## src/sv/lzssd_pkg.sv

```systemverilog
// Shared types and constants for the LZSS window decompressor.
`timescale 1ns / 1ps

package lzssd_pkg;

    // History window addressing: 4-bit high nibble plus 8-bit low byte
    localparam int WIN_AW = 12;

    // Bias applied to a reference position and to a reference length
    localparam logic [WIN_AW-1:0] REF_POS_BIAS = 12'd18;
    localparam logic [4:0]        REF_LEN_BIAS = 5'd3;

    // Parse phases
    localparam logic [1:0] PH_FLAG  = 2'd0;
    localparam logic [1:0] PH_TOKEN = 2'd1;
    localparam logic [1:0] PH_HIGH  = 2'd2;

    // Kind of the byte held in the input register
    localparam logic [1:0] K_FLAG = 2'd0;
    localparam logic [1:0] K_LIT  = 2'd1;
    localparam logic [1:0] K_LOW  = 2'd2;
    localparam logic [1:0] K_HIGH = 2'd3;

    // Commands from controller to datapath
    typedef struct packed {
        logic latch;    // capture the input item
        logic decode;   // act on the captured byte
        logic rd;       // issue a history read for the next copy byte
        logic emit;     // load one result into the output register
    } t_cmd;

    // Status from datapath to controller
    typedef struct packed {
        logic [1:0] kind;      // what the captured byte is
        logic       last_one;  // the pending result is the last of this item
        logic       out_free;  // output register can take a result now
    } t_sts;

endpackage

```

## src/sv/lzssd_ctrl.sv

```systemverilog
// Sequencing state machine of the LZSS window decompressor.
`timescale 1ns / 1ps

module lzssd_ctrl (
    input  logic            i_clk,
    input  logic            i_rst_n,
    input  logic            i_in_valid,
    output logic            o_in_ready,
    input  lzssd_pkg::t_sts i_sts,
    output lzssd_pkg::t_cmd o_cmd
);
    import lzssd_pkg::*;

    localparam logic [1:0] S_IDLE   = 2'd0;
    localparam logic [1:0] S_DECODE = 2'd1;
    localparam logic [1:0] S_READ   = 2'd2;
    localparam logic [1:0] S_EMIT   = 2'd3;

    logic [1:0] r_state;
    logic [1:0] n_state;

    assign o_in_ready = (r_state == S_IDLE);

    always_comb begin
        n_state      = r_state;
        o_cmd        = '0;
        o_cmd.latch  = i_in_valid && (r_state == S_IDLE);
        case (r_state)
            S_IDLE: begin
                if (i_in_valid) begin
                    n_state = S_DECODE;
                end
            end
            S_DECODE: begin
                o_cmd.decode = 1'b1;
                case (i_sts.kind)
                    K_LIT:   n_state = S_EMIT;
                    K_HIGH:  n_state = S_READ;
                    default: n_state = S_IDLE;
                endcase
            end
            S_READ: begin
                o_cmd.rd = 1'b1;
                n_state  = S_EMIT;
            end
            S_EMIT: begin
                if (i_sts.out_free) begin
                    o_cmd.emit = 1'b1;
                    n_state    = i_sts.last_one ? S_IDLE : S_READ;
                end
            end
            default: n_state = S_IDLE;
        endcase
    end

    always_ff @(posedge i_clk) begin
        if (!i_rst_n) begin
            r_state <= S_IDLE;
        end else begin
            r_state <= n_state;
        end
    end

    a_emit_needs_room: assert property (@(posedge i_clk) disable iff (!i_rst_n)
        o_cmd.emit |-> i_sts.out_free)
        else $error("result emitted while output register is occupied");

    a_read_then_emit: assert property (@(posedge i_clk) disable iff (!i_rst_n)
        o_cmd.rd |=> (r_state == S_EMIT))
        else $error("history read not followed by emit state");

endmodule

```

## config.mk

```make
export PLATFORM = sky130hd
export DESIGN_NAME = lzssd_ctrl
export DESIGN_NICKNAME = d
export VERILOG_FILES = /design/src/sv/lzssd_pkg.sv /design/src/sv/lzssd_ctrl.sv
export SDC_FILE = /design/constraint.sdc
export NUM_CORES = 1
export LEC_CHECK = 0
export BUFFER_PORTS_ARGS = -buffer_cell sky130_fd_sc_hd__buf_2
export CORE_AREA = 2 2 39 41
export DETAILED_ROUTE_END_ITERATION = 6
export DIE_AREA = 0 0 41 43
export PLACE_DENSITY = 0.31
export SETUP_SLACK_MARGIN = 0.05
export SYNTH_ARGS = -nofsm -noshare
export SYNTH_HDL_FRONTEND = slang
export SYNTH_SLANG_ARGS = --single-unit
```

## constraint.sdc

```tcl
create_clock -name i_clk -period 1.9 [get_ports i_clk]
set_clock_uncertainty 0.1 [all_clocks]
set_input_delay 0.285 -clock i_clk [delete_from_list [all_inputs] [get_ports i_clk]]
set_output_delay 0.285 -clock i_clk [all_outputs]
set_load 0.1 [all_outputs]
```

==> metrics.txt <==
# TYPE chip_impl_metric gauge
chip_impl_metric{name="fin_util",unit="%"} 16.1
chip_impl_metric{name="irDropWorstVdd",unit="mV"} 0.125
chip_impl_info{name="clock-root-buffer",value="sky130_fd_sc_hd__clkbuf_4"} 1
chip_impl_metric{name="post_route_cells_drive_above_1_share",unit="%"} 57.1
chip_impl_metric{name="grt_pass1_wl",unit="um"} 524
chip_impl_metric{name="routed_via_density",unit=""} 3.73
chip_impl_metric{name="grtUsageMet1",unit="%"} 2.88
chip_impl_metric{name="post-place-ws",unit="ns"} 0.481
chip_impl_metric{name="post_drt_wl_per_cell",unit="um"} 8.80
chip_impl_metric{name="cts.hold.buffers_added",unit=""} 0
chip_impl_metric{name="postSynthCellCount",unit=""} 14
chip_impl_metric{name="final_hold_viol_count",unit=""} 0
chip_impl_info{name="largestRegisters",value="r_state (2)"} 1
chip_impl_metric{name="groute.layer.met2.usage",unit="%"} 7.81
chip_impl_info{name="grt_setup_unrepaired",value="no"} 1
chip_impl_info{name="worstSetupStartpointType",value="flip-flop"} 1
chip_impl_info{name="final_cell_mix",value="11 x sky130_fd_sc_hd__buf_2, 3 x sky130_fd_sc_hd__clkbuf_4, 2 x sky130_fd_sc_hd__dfxtp_1"} 1
chip_impl_info{name="global_route.peak_usage_layer",value="met4"} 1
chip_impl_info{name="run_status",value="complete, no violations"} 1
chip_impl_metric{name="leakage",unit="nW"} 0.111
chip_impl_metric{name="floorplan.rows",unit=""} 14
chip_impl_metric{name="fmaxAchievable",unit="GHz"} 0.611
chip_impl_info{name="largest-register",value="r_state"} 1
chip_impl_metric{name="syn_avg_cell_area",unit="sq um"} 8.67
chip_impl_metric{name="synth.yosys.seq_area_share",unit="%"} 33.0
chip_impl_metric{name="ant_nets",unit=""} 0
chip_impl_metric{name="ys_seq_elements",unit=""} 2
chip_impl_metric{name="synth.cell_area",unit="sq um"} 121
chip_impl_info{name="critical_path.endpoint_type",value="primary output"} 1
chip_impl_metric{name="slew-limit-headroom",unit="%"} 67.6
chip_impl_metric{name="setup-tns-final",unit="ns"} 0
chip_impl_metric{name="grt_pass1_vias",unit=""} 155
chip_impl_metric{name="drt_first_pass_iters",unit=""} 3
chip_impl_metric{name="timing.critical_path.arrival",unit="ns"} 1.25
chip_impl_metric{name="cts_made_buffers",unit=""} 3
chip_impl_info{name="final_common_cell",value="sky130_fd_sc_hd__buf_2"} 1
chip_impl_metric{name="yosysWarningCount",unit=""} 0
chip_impl_metric{name="grt_use_total",unit="%"} 5.21
chip_impl_metric{name="postRouteWirelength",unit="um"} 387
chip_impl_metric{name="initial_core_util",unit="%"} 8.77
chip_impl_metric{name="critical_path.max_fanout",unit=""} 7
chip_impl_metric{name="numClockSinks",unit=""} 2
chip_impl_metric{name="maxCapViolCount",unit=""} 0
chip_impl_info{name="area_leader_netlist",value="sky130_fd_sc_hd__dfxtp_1"} 1
chip_impl_info{name="timing.rr.end",value="r_state[1]$_SDFFE_PN0P_"} 1
chip_impl_metric{name="clock_latency",unit="ns"} 0.22
chip_impl_info{name="tritoncts_clock_tree",value="yes"} 1
chip_impl_metric{name="placeableCoreArea",unit="sq mm"} 0.00138
chip_impl_metric{name="grt_overflow",unit=""} 0
chip_impl_metric{name="report.final.setup_viol",unit=""} 0
chip_impl_metric{name="largest_reg_flops",unit=""} 2
chip_impl_metric{name="drtIter0Drc",unit=""} 2
chip_impl_metric{name="maximum_buffer_depth_of_the_clock_tree",unit=""} 2
chip_impl_metric{name="mappedNetlistNets",unit=""} 21
chip_impl_metric{name="die_area",unit="sq mm"} 0.00176
chip_impl_info{name="regToRegStartpoint",value="r_state[1]$_SDFFE_PN0P_"} 1
chip_impl_metric{name="regToRegSetupSlack",unit="ns"} 0.79
chip_impl_metric{name="finalNetCount",unit=""} 37
chip_impl_info{name="yosys-top-cells-area",value="sky130_fd_sc_hd__dfxtp_1 33%, sky130_fd_sc_hd__and2_1 10%, sky130_fd_sc_hd__a32o_1 8.2%, sky130_fd_sc_hd__or3b_1 7.2%, sky130_fd_sc_hd__and2b_1 6.2%"} 1
chip_impl_metric{name="gp_congestion",unit=""} 0.479
chip_impl_metric{name="tightest_slew",unit="ns"} 0.489
chip_impl_metric{name="worst_ep_required_time",unit="ns"} 1.51
chip_impl_metric{name="syn_to_final_growth",unit="%"} 83.5
chip_impl_metric{name="post_cts.repair.setup_buffers",unit=""} 0
chip_impl_metric{name="gr-usage-met3",unit="%"} 3.14
chip_impl_info{name="timing.critical_path.to",value="o_cmd[3]"} 1
chip_impl_metric{name="diodes",unit=""} 0
chip_impl_info{name="timing.setup.critical_path_class",value="flip-flop to primary output"} 1
chip_impl_info{name="hold_class",value="input port to flip-flop"} 1
chip_impl_metric{name="clk_pin_slew_worst_paths",unit="ns"} 0.03
chip_impl_metric{name="layout_min_cycle_time",unit="ns"} 1.64
chip_impl_metric{name="drc",unit=""} 0
chip_impl_metric{name="finalMaxSlewViolations",unit=""} 0
chip_impl_metric{name="final_critical_path_setup_slack",unit="ns"} 0.263
chip_impl_metric{name="io_pins",unit=""} 12
chip_impl_metric{name="route.vias.total",unit=""} 164
chip_impl_metric{name="grt_start_max_net_pins",unit=""} 9
chip_impl_metric{name="total_power",unit="uW"} 255
chip_impl_metric{name="power.density_cell_area",unit="mW/mm^2"} 1150
chip_impl_metric{name="cts.repair.resized",unit=""} 0
chip_impl_metric{name="buffer_ports.inserted",unit=""} 11
chip_impl_metric{name="min_period_over_period",unit="%"} 86.2
chip_impl_metric{name="number_of_antenna_violations_at_the_first_check_in_global_routing",unit=""} 0
chip_impl_metric{name="yosysUniqueCellTypes",unit=""} 12
chip_impl_metric{name="cts_max_level",unit=""} 1
chip_impl_metric{name="dieHeight",unit="um"} 43
chip_impl_metric{name="die-width",unit="um"} 41
chip_impl_info{name="startpoint",value="r_state[0]$_SDFFE_PN0P_"} 1
chip_impl_metric{name="r2r.worst_path.cells",unit=""} 2
chip_impl_metric{name="yosys.area.top_type_share",unit="%"} 33.0
==> synthesized netlist by cell type, drive strengths merged <==
library cell,n
nor2,1
or2b,1
and2,2
o31ai,1
or3b,1
and3,1
a32o,1
and2b,1
dfxtp,2
nor2b,1
nand3,1
a31oi,1
==> how the worst min path moves through the flow <==
stage                                       start                       to  slack [ns]  depth (start not counted)
after CTS                                i_sts[2]  r_state[1]$_SDFFE_PN0P_        0.21                          2
after global placement    r_state[0]$_SDFFE_PN0P_  r_state[0]$_SDFFE_PN0P_        0.43                          1
final                                    i_sts[2]  r_state[1]$_SDFFE_PN0P_        0.22                          2
after global routing                     i_sts[2]  r_state[1]$_SDFFE_PN0P_        0.22                          2
after detailed placement  r_state[0]$_SDFFE_PN0P_  r_state[0]$_SDFFE_PN0P_        0.44                          1
after floorplan                           i_rst_n  r_state[0]$_SDFFE_PN0P_        0.31                          2
==> worst max-delay path, cell delays in order, from the launching register on <==
cell and delay (ns):
sky130_fd_sc_hd__dfxtp_1 0.35, sky130_fd_sc_hd__nor2_2 0.13, sky130_fd_sc_hd__and2_2 0.14, sky130_fd_sc_hd__buf_2 0.41
==> kinds of logic (layout without fill, tap and decap cells) <==
kind of cell,count (synthesis),in the layout,share of synthesized area [%]
buffers and inverters,0,14,0
AOI/OAI and AO/OA,3,3,19.6
and+or+nand+nor,9,9,47.4
DFF,2,2,33.0
==> power by group <==
part,switching (mW),internal (mW)
Sequential,0.00679,0.0466
Clock,0.0233,0.0696
Combinational,0.0874,0.0215
==> per-layer routing <==
metal / part of all wire, % / vias up
li1: - / 80
met4: 0 / 0
met1: 39 / 72
met5: 0 / -
met2: 43 / 12
met3: 17 / 0
==> layout make-up <==
class                   instances  area (sq um)
well taps                      16          20.0
clock buffers                   3          22.5
flip-flops and latches          2          40.0
repair buffers                 11          55.1
fillers                       162          1160
multi-input cells              12          85.1
==> metrics by stage <==
stage	cells	hold slack, ns	instance area, sq um
after floorplan	14	0.314	125
after global placement	41	0.431	200
after detailed placement	41	0.435	200
after CTS	44	0.210	223
after global routing	44	0.222	223
final	44	0.217	223
(Power assumes the default switching activity.)
